[config.mk]
export PLATFORM = sky130hd
export DESIGN_NAME = cube_map_face_uv
export DESIGN_NICKNAME = d
export VERILOG_FILES = /design/src/sv/cmfuv_pkg.sv /design/src/sv/cmfuv_front.sv /design/src/sv/cmfuv_fifo.sv /design/src/sv/cmfuv_div.sv /design/src/sv/cube_map_face_uv.sv
export VERILOG_INCLUDE_DIRS = /design/src /design/src/sv
export SDC_FILE = /design/constraint.sdc
export NUM_CORES = 2
export LEC_CHECK = 0
export ABC_AREA = 1
export BUFFER_PORTS_ARGS = -buffer_cell sky130_fd_sc_hd__buf_2
export CAP_MARGIN = 10
export CORE_ASPECT_RATIO = 1.5
export CORE_MARGIN = 2
export CORE_UTILIZATION = 55
export DETAILED_ROUTE_END_ITERATION = 7
export PLACE_DENSITY_LB_ADDON = 0.05
export RECOVER_POWER = 50
export SYNTH_ARGS = -nofsm -noshare
export SYNTH_HDL_FRONTEND = slang
export SYNTH_SLANG_ARGS = --single-unit
[constraint.sdc]
create_clock -name clk_i -period 51.9 [get_ports clk_i]
set_input_delay 0 -clock clk_i [delete_from_list [all_inputs] [get_ports clk_i]]
set_output_delay 0 -clock clk_i [all_outputs]
set_load 0.01 [all_outputs]
[src/sv/assert_macros.svh]
// assertion helpers, compiled out when NO_ASSERTIONS is set
`ifndef ASSERT_MACROS_SVH
`define ASSERT_MACROS_SVH

`ifndef NO_ASSERTIONS

// checked only outside reset
`define ASSERT_ON(lbl, clk, rst_n, prop, msg) \
  lbl: assert property (@(posedge clk) disable iff (!rst_n) prop) else $error(msg);

// checked at every edge, reset included
`define ASSERT_ALWAYS(lbl, clk, prop, msg) \
  lbl: assert property (@(posedge clk) prop) else $error(msg);

`else

`define ASSERT_ON(lbl, clk, rst_n, prop, msg)
`define ASSERT_ALWAYS(lbl, clk, prop, msg)

`endif

`endif

[src/sv/cmfuv_pkg.sv]
package cmfuv_pkg;

  // fraction bits of the face coordinate, 1.0 = 2**FRAC_BITS
  localparam int unsigned FRAC_BITS = 16;
  // quotient width, holds 0 .. 2**FRAC_BITS
  localparam int unsigned COORD_W = FRAC_BITS + 1;
  // entries of the queue between classifier and divider
  localparam int unsigned FIFO_DEPTH = 2;

  typedef struct packed {
    logic full;
    logic empty;
  } fifo_status_t;

endpackage

[src/sv/cmfuv_front.sv]
module cmfuv_front
  import cmfuv_pkg::*;
#(
  parameter int unsigned CW = 16
) (
  input  logic                 clk_i,
  input  logic                 rst_ni,
  input  logic                 in_valid_i,
  output logic                 in_stall_o,
  input  logic signed [CW-1:0] dir_x_i,
  input  logic signed [CW-1:0] dir_y_i,
  input  logic signed [CW-1:0] dir_z_i,
  input  logic                 fifo_full_i,
  output logic                 push_o,
  output logic [CW:0]          num_u_o,
  output logic [CW:0]          num_v_o,
  output logic [CW-1:0]        mag_o,
  output logic                 zero_o
);

  typedef enum logic [2:0] {
    FACE_POS_X,
    FACE_NEG_X,
    FACE_POS_Y,
    FACE_NEG_Y,
    FACE_POS_Z,
    FACE_NEG_Z
  } face_e;

  logic signed [CW:0] xs, ys, zs;
  logic [CW-1:0]      ax, ay, az, mag;
  logic               x_pos, y_pos, z_pos;
  face_e              face;
  logic signed [CW:0] uc, vc, mag_s, sum_u, sum_v;

  logic               valid_q;
  logic [CW:0]        num_u_q, num_v_q;
  logic [CW-1:0]      mag_q;
  logic               zero_q;
  logic               load;

  // one extra bit so the most negative value negates cleanly
  assign xs = {dir_x_i[CW-1], dir_x_i};
  assign ys = {dir_y_i[CW-1], dir_y_i};
  assign zs = {dir_z_i[CW-1], dir_z_i};

  assign ax = CW'(xs[CW] ? -xs : xs);
  assign ay = CW'(ys[CW] ? -ys : ys);
  assign az = CW'(zs[CW] ? -zs : zs);

  assign x_pos = !dir_x_i[CW-1] && (dir_x_i != '0);
  assign y_pos = !dir_y_i[CW-1] && (dir_y_i != '0);
  assign z_pos = !dir_z_i[CW-1] && (dir_z_i != '0);

  // ties go to the earlier axis
  always_comb begin
    priority if (ax >= ay && ax >= az) begin
      face = x_pos ? FACE_POS_X : FACE_NEG_X;
      mag  = ax;
    end else if (ay >= az) begin
      face = y_pos ? FACE_POS_Y : FACE_NEG_Y;
      mag  = ay;
    end else begin
      face = z_pos ? FACE_POS_Z : FACE_NEG_Z;
      mag  = az;
    end
  end

  always_comb begin
    unique case (face)
      FACE_POS_X: begin uc = -zs; vc = ys;  end
      FACE_NEG_X: begin uc = zs;  vc = ys;  end
      FACE_POS_Y: begin uc = xs;  vc = -zs; end
      FACE_NEG_Y: begin uc = xs;  vc = zs;  end
      FACE_POS_Z: begin uc = xs;  vc = ys;  end
      FACE_NEG_Z: begin uc = -xs; vc = ys;  end
      default:    begin uc = xs;  vc = ys;  end
    endcase
  end

  // uc + m lies in 0 .. 2m, fits cw+1 bits unsigned
  assign mag_s = {1'b0, mag};
  assign sum_u = uc + mag_s;
  assign sum_v = vc + mag_s;

  assign in_stall_o = valid_q && fifo_full_i;
  assign load       = !in_stall_o;

  always_ff @(posedge clk_i or negedge rst_ni) begin
    if (!rst_ni) begin
      valid_q <= 1'b0;
    end else if (load) begin
      valid_q <= in_valid_i;
    end
  end

  always_ff @(posedge clk_i) begin
    if (load && in_valid_i) begin
      num_u_q <= sum_u;
      num_v_q <= sum_v;
      mag_q   <= mag;
      zero_q  <= (mag == '0);
    end
  end

  assign push_o  = valid_q && !fifo_full_i;
  assign num_u_o = num_u_q;
  assign num_v_o = num_v_q;
  assign mag_o   = mag_q;
  assign zero_o  = zero_q;

endmodule

[src/sv/cmfuv_fifo.sv]
module cmfuv_fifo
  import cmfuv_pkg::*;
#(
  parameter int unsigned DATA_W = 8
) (
  input  logic              clk_i,
  input  logic              rst_ni,
  input  logic              push_i,
  input  logic [DATA_W-1:0] push_data_i,
  input  logic              pop_i,
  output logic [DATA_W-1:0] pop_data_o,
  output fifo_status_t      status_o
);

  localparam int unsigned PTR_W = (FIFO_DEPTH > 1) ? $clog2(FIFO_DEPTH) : 1;
  localparam int unsigned CNT_W = $clog2(FIFO_DEPTH + 1);

  logic [DATA_W-1:0] mem_q [FIFO_DEPTH];
  logic [PTR_W-1:0]  wr_ptr_q, rd_ptr_q;
  logic [CNT_W-1:0]  count_q;
  logic              do_push, do_pop;

  assign status_o.full  = (count_q == CNT_W'(FIFO_DEPTH));
  assign status_o.empty = (count_q == '0);

  assign do_push = push_i && !status_o.full;
  assign do_pop  = pop_i && !status_o.empty;

  always_ff @(posedge clk_i or negedge rst_ni) begin
    if (!rst_ni) begin
      wr_ptr_q <= '0;
      rd_ptr_q <= '0;
      count_q  <= '0;
    end else begin
      if (do_push) begin
        wr_ptr_q <= (wr_ptr_q == PTR_W'(FIFO_DEPTH - 1)) ? '0 : wr_ptr_q + 1'b1;
      end
      if (do_pop) begin
        rd_ptr_q <= (rd_ptr_q == PTR_W'(FIFO_DEPTH - 1)) ? '0 : rd_ptr_q + 1'b1;
      end
      if (do_push && !do_pop) begin
        count_q <= count_q + 1'b1;
      end else if (do_pop && !do_push) begin
        count_q <= count_q - 1'b1;
      end
    end
  end

  always_ff @(posedge clk_i) begin
    if (do_push) begin
      mem_q[wr_ptr_q] <= push_data_i;
    end
  end

  assign pop_data_o = mem_q[rd_ptr_q];

endmodule

[src/sv/cmfuv_div.sv]
module cmfuv_div
  import cmfuv_pkg::*;
#(
  parameter int unsigned CW = 16
) (
  input  logic               clk_i,
  input  logic               rst_ni,
  input  logic               in_valid_i,
  output logic               pop_o,
  input  logic [CW:0]        num_u_i,
  input  logic [CW:0]        num_v_i,
  input  logic [CW-1:0]      mag_i,
  input  logic               zero_i,
  output logic               out_valid_o,
  input  logic               out_stall_i,
  output logic [COORD_W-1:0] tex_u_o,
  output logic [COORD_W-1:0] tex_v_o,
  output logic               zero_vector_o
);

  // remainder holds 2**FRAC_BITS * num + m
  localparam int unsigned REM_W = CW + COORD_W + 1;
  localparam int unsigned LAST  = COORD_W - 1;

  logic               valid_q [COORD_W];
  logic [REM_W-1:0]   rem_u_q [COORD_W];
  logic [REM_W-1:0]   rem_v_q [COORD_W];
  logic [COORD_W-1:0] q_u_q   [COORD_W];
  logic [COORD_W-1:0] q_v_q   [COORD_W];
  logic [CW:0]        den_q   [COORD_W];
  logic               zero_q  [COORD_W];
  logic               adv;

  // whole pipe moves unless the result register is held
  assign adv   = !(valid_q[LAST] && out_stall_i);
  assign pop_o = adv && in_valid_i;

  always_ff @(posedge clk_i or negedge rst_ni) begin
    if (!rst_ni) begin
      for (int s = 0; s < COORD_W; s++) begin
        valid_q[s] <= 1'b0;
      end
    end else if (adv) begin
      valid_q[0] <= in_valid_i;
      for (int s = 1; s < COORD_W; s++) begin
        valid_q[s] <= valid_q[s-1];
      end
    end
  end

  // one quotient bit per stage, msb first
  for (genvar s = 0; s < COORD_W; s++) begin : g_stage
    localparam int unsigned BIT = COORD_W - 1 - s;

    logic [REM_W-1:0]   rem_u, rem_v, sub;
    logic [COORD_W-1:0] q_u, q_v;
    logic [CW:0]        den;
    logic               zero;
    logic               take_u, take_v;

    if (s == 0) begin : g_head
      assign rem_u = REM_W'({num_u_i, FRAC_BITS'(0)}) + REM_W'(mag_i);
      assign rem_v = REM_W'({num_v_i, FRAC_BITS'(0)}) + REM_W'(mag_i);
      assign q_u   = '0;
      assign q_v   = '0;
      assign den   = {mag_i, 1'b0};
      assign zero  = zero_i;
    end else begin : g_body
      assign rem_u = rem_u_q[s-1];
      assign rem_v = rem_v_q[s-1];
      assign q_u   = q_u_q[s-1];
      assign q_v   = q_v_q[s-1];
      assign den   = den_q[s-1];
      assign zero  = zero_q[s-1];
    end

    assign sub    = REM_W'(den) << BIT;
    assign take_u = (rem_u >= sub);
    assign take_v = (rem_v >= sub);

    always_ff @(posedge clk_i) begin
      if (adv) begin
        rem_u_q[s] <= take_u ? rem_u - sub : rem_u;
        rem_v_q[s] <= take_v ? rem_v - sub : rem_v;
        q_u_q[s]   <= {q_u[COORD_W-2:0], take_u};
        q_v_q[s]   <= {q_v[COORD_W-2:0], take_v};
        den_q[s]   <= den;
        zero_q[s]  <= zero;
      end
    end
  end

  assign out_valid_o   = valid_q[LAST];
  assign zero_vector_o = zero_q[LAST];
  assign tex_u_o       = zero_q[LAST] ? '0 : q_u_q[LAST];
  assign tex_v_o       = zero_q[LAST] ? '0 : q_v_q[LAST];

endmodule

[src/sv/cube_map_face_uv.sv]
// cube map face selection and face coordinates
//
// input channel: in_valid_i / in_stall_o carry one direction word (dir_x_i,
// dir_y_i, dir_z_i, signed two's complement of COMPONENT_WIDTH bits)
// output channel: out_valid_o / out_stall_i carry one result word (tex_u_o,
// tex_v_o in 0 .. 65536 where 65536 is 1.0, and zero_vector_o)
// a word moves on a rising edge with valid high and stall low
//
// every input word gives exactly one result word, in order
// throughput: one word per cycle while out_stall_i stays low; each word passes
// the classifier register, one queue slot and the 17-stage divider (one
// quotient bit per stage, u and v side by side) on its way to out_valid_o
//
// an all-zero direction flags zero_vector_o with both coordinates zero
// reset clears the classifier, the queue and the divider valids
// when the receiver stalls the divider holds, the two-entry queue absorbs
// words from the classifier, and in_stall_o rises only once it is full
`include "assert_macros.svh"

module cube_map_face_uv
  import cmfuv_pkg::*;
#(
  parameter int unsigned COMPONENT_WIDTH = 16
) (
  input  logic                              clk_i,
  input  logic                              rst_ni,
  input  logic                              in_valid_i,
  output logic                              in_stall_o,
  input  logic signed [COMPONENT_WIDTH-1:0] dir_x_i,
  input  logic signed [COMPONENT_WIDTH-1:0] dir_y_i,
  input  logic signed [COMPONENT_WIDTH-1:0] dir_z_i,
  output logic                              out_valid_o,
  input  logic                              out_stall_i,
  output logic [COORD_W-1:0]                tex_u_o,
  output logic [COORD_W-1:0]                tex_v_o,
  output logic                              zero_vector_o
);

  localparam int unsigned CW = COMPONENT_WIDTH;
  // queued word: num_u, num_v, magnitude, zero flag
  localparam int unsigned Q_W = 2 * (CW + 1) + CW + 1;

  logic         push, pop;
  fifo_status_t fifo_st;
  logic [CW:0]  f_num_u, f_num_v, b_num_u, b_num_v;
  logic [CW-1:0] f_mag, b_mag;
  logic         f_zero, b_zero;
  logic [Q_W-1:0] push_data, pop_data;

  // front: take the direction, pick the face, form uc + m, vc + m and m
  cmfuv_front #(
    .CW (CW)
  ) u_front (
    .clk_i       (clk_i),
    .rst_ni      (rst_ni),
    .in_valid_i  (in_valid_i),
    .in_stall_o  (in_stall_o),
    .dir_x_i     (dir_x_i),
    .dir_y_i     (dir_y_i),
    .dir_z_i     (dir_z_i),
    .fifo_full_i (fifo_st.full),
    .push_o      (push),
    .num_u_o     (f_num_u),
    .num_v_o     (f_num_v),
    .mag_o       (f_mag),
    .zero_o      (f_zero)
  );

  assign push_data = {f_num_u, f_num_v, f_mag, f_zero};

  // short queue so front and divider stall on their own
  cmfuv_fifo #(
    .DATA_W (Q_W)
  ) u_fifo (
    .clk_i       (clk_i),
    .rst_ni      (rst_ni),
    .push_i      (push),
    .push_data_i (push_data),
    .pop_i       (pop),
    .pop_data_o  (pop_data),
    .status_o    (fifo_st)
  );

  assign {b_num_u, b_num_v, b_mag, b_zero} = pop_data;

  // back: pipelined restoring divide, rounded to nearest
  cmfuv_div #(
    .CW (CW)
  ) u_div (
    .clk_i         (clk_i),
    .rst_ni        (rst_ni),
    .in_valid_i    (!fifo_st.empty),
    .pop_o         (pop),
    .num_u_i       (b_num_u),
    .num_v_i       (b_num_v),
    .mag_i         (b_mag),
    .zero_i        (b_zero),
    .out_valid_o   (out_valid_o),
    .out_stall_i   (out_stall_i),
    .tex_u_o       (tex_u_o),
    .tex_v_o       (tex_v_o),
    .zero_vector_o (zero_vector_o)
  );

  // coordinates never pass 1.0
  `ASSERT_ON(a_coord_range, clk_i, rst_ni, out_valid_o |-> (tex_u_o <= COORD_W'(1 << FRAC_BITS)) && (tex_v_o <= COORD_W'(1 << FRAC_BITS)), "face coordinate above 1.0")

  // a zero vector comes out with both coordinates cleared
  `ASSERT_ON(a_zero_coords, clk_i, rst_ni, (out_valid_o && zero_vector_o) |-> (tex_u_o == '0) && (tex_v_o == '0), "zero vector with nonzero coordinates")

  // queue status is consistent outside reset
  `ASSERT_ON(a_fifo_status, clk_i, rst_ni, !(fifo_st.full && fifo_st.empty), "queue full and empty at once")

  // input stalls only while the divider is held by the receiver, or as that hold ends
  `ASSERT_ON(a_stall_cause, clk_i, rst_ni, in_stall_o |-> (out_valid_o && out_stall_i) || $past(out_valid_o && out_stall_i), "input stalled with the output free")

endmodule

After elaboration in Yosys (flattened, before gate mapping)
Memory sizes are Yosys's and may differ from the RTL's.
Index checks and enable logic that the tools add are counted.
{ "word_totals": {"reg_bits": 73, "latch_bits": 0, "ramBits": 2142, "mem_bits_ro": 0, "output_inout_bits": 37, "elab_cells": 203, "mem_count": 7} }
{ "classes": {"n_addsub": 45, "n_mul": 0, "div_mod_pow": 0, "n_lt_le_gt_ge": 37, "eq_ne": 5, "shifts": 0, "n_mux": 55, "bitwise_logic": 0, "reduce_logical": 29} }
{ "memory_table": {"columns": ["memory", "words", "word_bits", "read_ports", "rd_ports_with_merged_regs", "wr", "line", "source"], "rows": [
  ["u_div.rem_u_q", 17, 34, 16, 0, 17, "cmfuv_div.sv:26", "logic [REM_W-1:0] rem_u_q [COORD_W];"],
  ["u_div.rem_v_q", 17, 34, 16, 0, 17, "cmfuv_div.sv:27", "logic [REM_W-1:0] rem_v_q [COORD_W];"],
  ["u_div.den_q", 17, 17, 16, 0, 17, "cmfuv_div.sv:30", "logic [CW:0] den_q [COORD_W];"],
  ["u_div.q_u_q", 17, 17, 17, 0, 17, "cmfuv_div.sv:28", "logic [COORD_W-1:0] q_u_q [COORD_W];"],
  ["u_div.q_v_q", 17, 17, 17, 0, 17, "cmfuv_div.sv:29", "logic [COORD_W-1:0] q_v_q [COORD_W];"],
  ["u_fifo.mem_q", 2, 51, 1, 0, 1, "cmfuv_fifo.sv:18", "logic [DATA_W-1:0] mem_q [FIFO_DEPTH];"],
  ["1 more memories", null, null, null, null, null, null, null]
]} }
{ "ops": {"columns": ["op", "n"], "rows": [
  ["2-to-1 mux 34 bit", 34],
  ["2-to-1 mux 16 bit", 5],
  ["adder 33 x 16 -> 34 bit", 2],
  ["greater-or-equal comparator 34 x 17 -> 1 bit", 2],
  ["greater-or-equal comparator 34 x 18 -> 1 bit", 2],
  ["greater-or-equal comparator 34 x 19 -> 1 bit", 2],
  ["greater-or-equal comparator 34 x 20 -> 1 bit", 2],
  ["greater-or-equal comparator 34 x 21 -> 1 bit", 2],
  ["greater-or-equal comparator 34 x 22 -> 1 bit", 2],
  ["greater-or-equal comparator 34 x 23 -> 1 bit", 2],
  ["greater-or-equal comparator 34 x 24 -> 1 bit", 2],
  ["greater-or-equal comparator 34 x 25 -> 1 bit", 2],
  ["greater-or-equal comparator 34 x 26 -> 1 bit", 2],
  ["greater-or-equal comparator 34 x 27 -> 1 bit", 2],
  ["greater-or-equal comparator 34 x 28 -> 1 bit", 2],
  ["greater-or-equal comparator 34 x 29 -> 1 bit", 2],
  ["greater-or-equal comparator 34 x 30 -> 1 bit", 2],
  ["greater-or-equal comparator 34 x 31 -> 1 bit", 2],
  ["greater-or-equal comparator 34 x 32 -> 1 bit", 2],
  ["greater-or-equal comparator 34 x 33 -> 1 bit", 2],
  ["subtractor 34 x 17 -> 34 bit", 2],
  ["subtractor 34 x 18 -> 34 bit", 2],
  ["subtractor 34 x 19 -> 34 bit", 2],
  ["subtractor 34 x 20 -> 34 bit", 2],
  ["37 further kinds", 88]
]} }

Depth between registers and ports, before layout
{ "logic_depth": {"word_depth": 8, "mapped_depth": 46, "depth_no_buf": 43} }

Hierarchy
Synthesis repeated with hierarchy kept, for this count alone.
{ "unflattened": {"hier_cells": 14076, "area_unflattened_um2": 107240.4} }
{ "modules_own_cells": {"columns": ["mod", "instances", "cells_each", "area_each_um2", "seq_area_each_um2"], "rows": [
  ["cmfuv_div", 1, 12748, 96364.9, 41414.7],
  ["cmfuv_front", 1, 1029, 6927.9, 1556.5],
  ["cmfuv_fifo", 1, 298, 3943.8, 3163.0],
  ["cube_map_face_uv", 1, 1, 3.8, 0.0]
]} }

Worst setup path after synthesis
No wires, ideal clock.
{ "synth_path": {"kind": "flip-flop to flip-flop", "startpoint": "reg u_div.valid_q (netlist bit u_div.out_valid_o)", "endpoint": "reg u_div.valid_q[10] in the netlist's numbering", "arrival_time_ns": 38.646, "t_required_ns": 50.337, "setup_slack_ns": 11.691, "path_stages_with_launch": 4, "path_buffers": 1, "path_cell_list": "dfrtp_1 > nand2_1 > clkbuf_1 > a21oi_1"} }
{ "synth_between": {"elab_chain_cells": 1} }
{ "synth_rtl": {"columns": ["item", "line", "source"], "rows": [
  ["from (decl)", "cmfuv_div.sv:25", "logic valid_q [COORD_W];"],
  ["from (signal, indexed assignment)", "cmfuv_div.sv:46", "valid_q[s] <= valid_q[s-1];"],
  ["logical AND 1 bit", "cmfuv_div.sv:35", "assign adv = !(valid_q[LAST] && out_stall_i);"]
]} }
No other way between the ends.
A chain may end at the register's enable or synchronous reset.

==> impl_metrics.ini <==
[route]
vias = 65300
via_per_inst = 5.64
firstDrtPassIters = 6
drtAntennaViolNets = 0
post_drt_wl_per_cell_um = 21.7
drc = 0
drt_first_iter_violations = 3799
wirelength_mm = 251

[placement]
placed_area_um2 = 92000
place.gp.congestion = 1.06
numPortBuffers = 88
dp_hpwl_mm = 201

[timing]
slew-limit-headroom = -5.18
setup_tns_ns = 0
hold_viol_final = 0
fmax_mhz = 72.9
period_needed_ns = 13.72
clock_skew_ns = 0.0415
min_period_over_period = 0.264
report.final.slew_viol_count = 1140
setup_violations = 0
worst_pin_slew_ns = 9.27
rsz0062_at_grt = no
hold_ws_ns = 0.0500

[yosys]
syn_inst = 9193
synth_cell_types = 74
synth_top_family_by_area = simple AND/OR/NAND/NOR gates
synthXorXnorAreaFrac = 0.0704
syn_nets = 9892
synth.cell_area_um2 = 89200
synth_edf_count = 1518
ys_warn_count = 0
synth_compound_area_frac = 0.110
yosys.area_share.simple = 0.155
synthAdderAreaFrac = 0.0936
ys_ff_latch = 1540
avgSynthCellArea_um2 = 9.70
synth_flop_cell = edfxtp_1
ys_seq_area_frac = 0.517
synth_mux_area_frac = 0.00108
ys_async_sr_fraction = 0.0143

[worst_hold_path]
holdPathStages = 5
min_path_type = in -> reg

[clock_network]
cts_buffer_depth = 3
cts-root-buf = clkbuf_16
insertion_delay_ns = 0.80
cts_resized = 0
tritoncts = yes
htree_levels = 4
cts_buffers = 148
clock_sinks = 1540
cts_hold_buf = 13
cts.clk_slew.worst_paths_ns = 0.07
cts_setup_buffers = 0

[critical_path]
critical_path_class = reg -> reg
critPathBufInv = 4
rr_worst_depth = 5
path_depth = 5
max_stage_delay_ns = 6.39
crit_chain = nand2_1 > clkbuf_1 > clkbuf_1 > buf_4 > buf_4
cpMaxStageDelayCell = clkbuf_1
required_ns = 52.33
worstPathArrival_ns = 14.15
startpoint_type = flip-flop
critPathTopFamily = buffers and inverters
crit_fanout = 174
end_kind = flip-flop

[cells_and_area]
mostFrequentLayoutCell = nand2_1
syn2layout_area_growth_pct = 8.61
fin_area_um2 = 96900
final_layout_size_suffix_gt1_frac = 0.0437
nets = 10000
layout_common_cells = 1659 x nand2_1, 1518 x edfxtp_1, 1064 x inv_1

[die]
io_pins = 89
rows = 181
die_y_um = 497
die_w_um = 333
initial_core_util = 0.552
core_area_um2 = 162000
die_area_um2 = 166000

[global_routing]
overflow = 0
grt_pass1_wl_mm = 376
grt_pass1_vias = 66600
grt_max_degree = 179
antenna_found_initial = 6
track_usage = 0.302

[job]
maxCapViolations = 16

[run_status]
status = finished, violations left
violations = capacitance limit, slew limit
-- cell families after synthesis --
family | after synthesis
AO/OA/AOI/OAI | 1779
AND/OR/NAND/NOR | 3277
XOR/XNOR | 717
multiplexers | 9
flip-flops | 1540
adder cells (fa/ha/maj) | 647
buffers and inverters | 1224
-- cell type report --
class,instances,area [um2]
multi-input combinational,6429,38300
clock buffer,177,3850
tap,2104,2630
sequential,1540,46100
timing repair buffer,144,776
clock inverter,94,1090
antenna,3,7.51
fill,13700,64800
inverter,1087,4080
-- Yosys cell counts (11+ instances only) --
master | n | share of area
clkbuf_1 | 85 | 0.0036
fa_1 | 34 | 0.0076
edfxtp_1 | 1518 | 0.51
o21bai_1 | 35 | 0.0029
dfrtp_1 | 22 | 0.0062
nor4_1 | 95 | 0.0067
buf_2 | 33 | 0.0019
o21ai_1 | 76 | 0.0043
o21ai_0 | 683 | 0.038
o211ai_1 | 37 | 0.0031
a21oi_1 | 695 | 0.039
a21o_1 | 33 | 0.0028
nand3_2 | 11 | 0.0012
inv_2 | 19 | 0.00080
xnor2_1 | 337 | 0.033
nand2_2 | 17 | 0.0012
xor2_1 | 380 | 0.037
a21boi_0 | 14 | 0.0012
nand4_1 | 114 | 0.0080
nand3_1 | 282 | 0.016
nand3b_1 | 14 | 0.0012
o21a_1 | 29 | 0.0024
or2_0 | 13 | 0.00091
ha_1 | 613 | 0.086
inv_1 | 1064 | 0.045
or2_2 | 44 | 0.0031
nor3_1 | 156 | 0.0088
o31ai_1 | 17 | 0.0014
a31oi_1 | 45 | 0.0032
o221ai_1 | 15 | 0.0015
o2111ai_1 | 12 | 0.0012
o22ai_1 | 13 | 0.00091
nand2_1 | 1657 | 0.070
a211oi_1 | 23 | 0.0019
nor2_1 | 833 | 0.035
-- flip-flops by register name, indices dropped and copies added, names as in the netlist --
| register | count |
|---|---|
| u_div.valid_q | 16 |
| u_front.num_v_o | 17 |
| u_fifo.rd_ptr_q | 1 |
| u_front.zero_o | 1 |
| u_div.rem_v_q | 393 |
| u_div.rem_u_q | 544 |
| u_div.q_u_q | 153 |
| u_front.mag_o | 16 |
| u_div.zero_q | 17 |
| u_front.valid_q | 1 |
| u_fifo.wr_ptr_q | 1 |
| u_front.num_u_o | 17 |
| u_div.den_q | 105 |
| u_div.q_v_q | 153 |
| u_fifo.mem_q | 102 |
| u_div.out_valid_o | 1 |
| u_fifo.count_q | 2 |
-- layer usage --
layer,vias up,share of wire,GRT usage
met5,-,0.000072,0
met4,2,0.091,0.236
met3,722,0.030,0.0339
met2,1482,0.57,0.611
met1,30900,0.31,0.260
li1,32200,-,-
-- metrics by stage --
step / cells / worst slack, ns / utilization
2_1_floorplan: 9193 / 11.69 / -
3_3_place_gp: 11300 / 43.77 / 0.569
3_5_place_dp: 11300 / 43.74 / 0.569
4_1_cts: 11600 / 44.03 / 0.600
5_1_grt: 11600 / 37.18 / 0.599
6_report: 11600 / 38.18 / 0.599
-- tightest hold or removal path, cell delays in order --
cell,delay (ns)
buf_2,0.12
o211ai_1,0.16
inv_1,0.09
ha_1,0.21
xnor2_1,0.14
-- worst paths after layout --
path / start / to / slack, ns
max: u_div.out_valid_o / u_div.q_v_q[16][2] / 38.18
min: dir_y_i[13] / u_front.num_v_o[13] / 0.05
max reg2reg: u_div.out_valid_o / u_div.q_v_q[16][2] / 38.18
min reg2reg: u_div.q_v_q[5][2] / u_div.q_v_q[6][3] / 0.40
max in group asynchronous: rst_ni / u_fifo.rd_ptr_q / 50.73
min in group asynchronous: rst_ni / u_div.valid_q[8] / 0.50
Power is not shown: default switching activity piles up to over one toggle a cycle in this logic, so the estimate is an artifact.
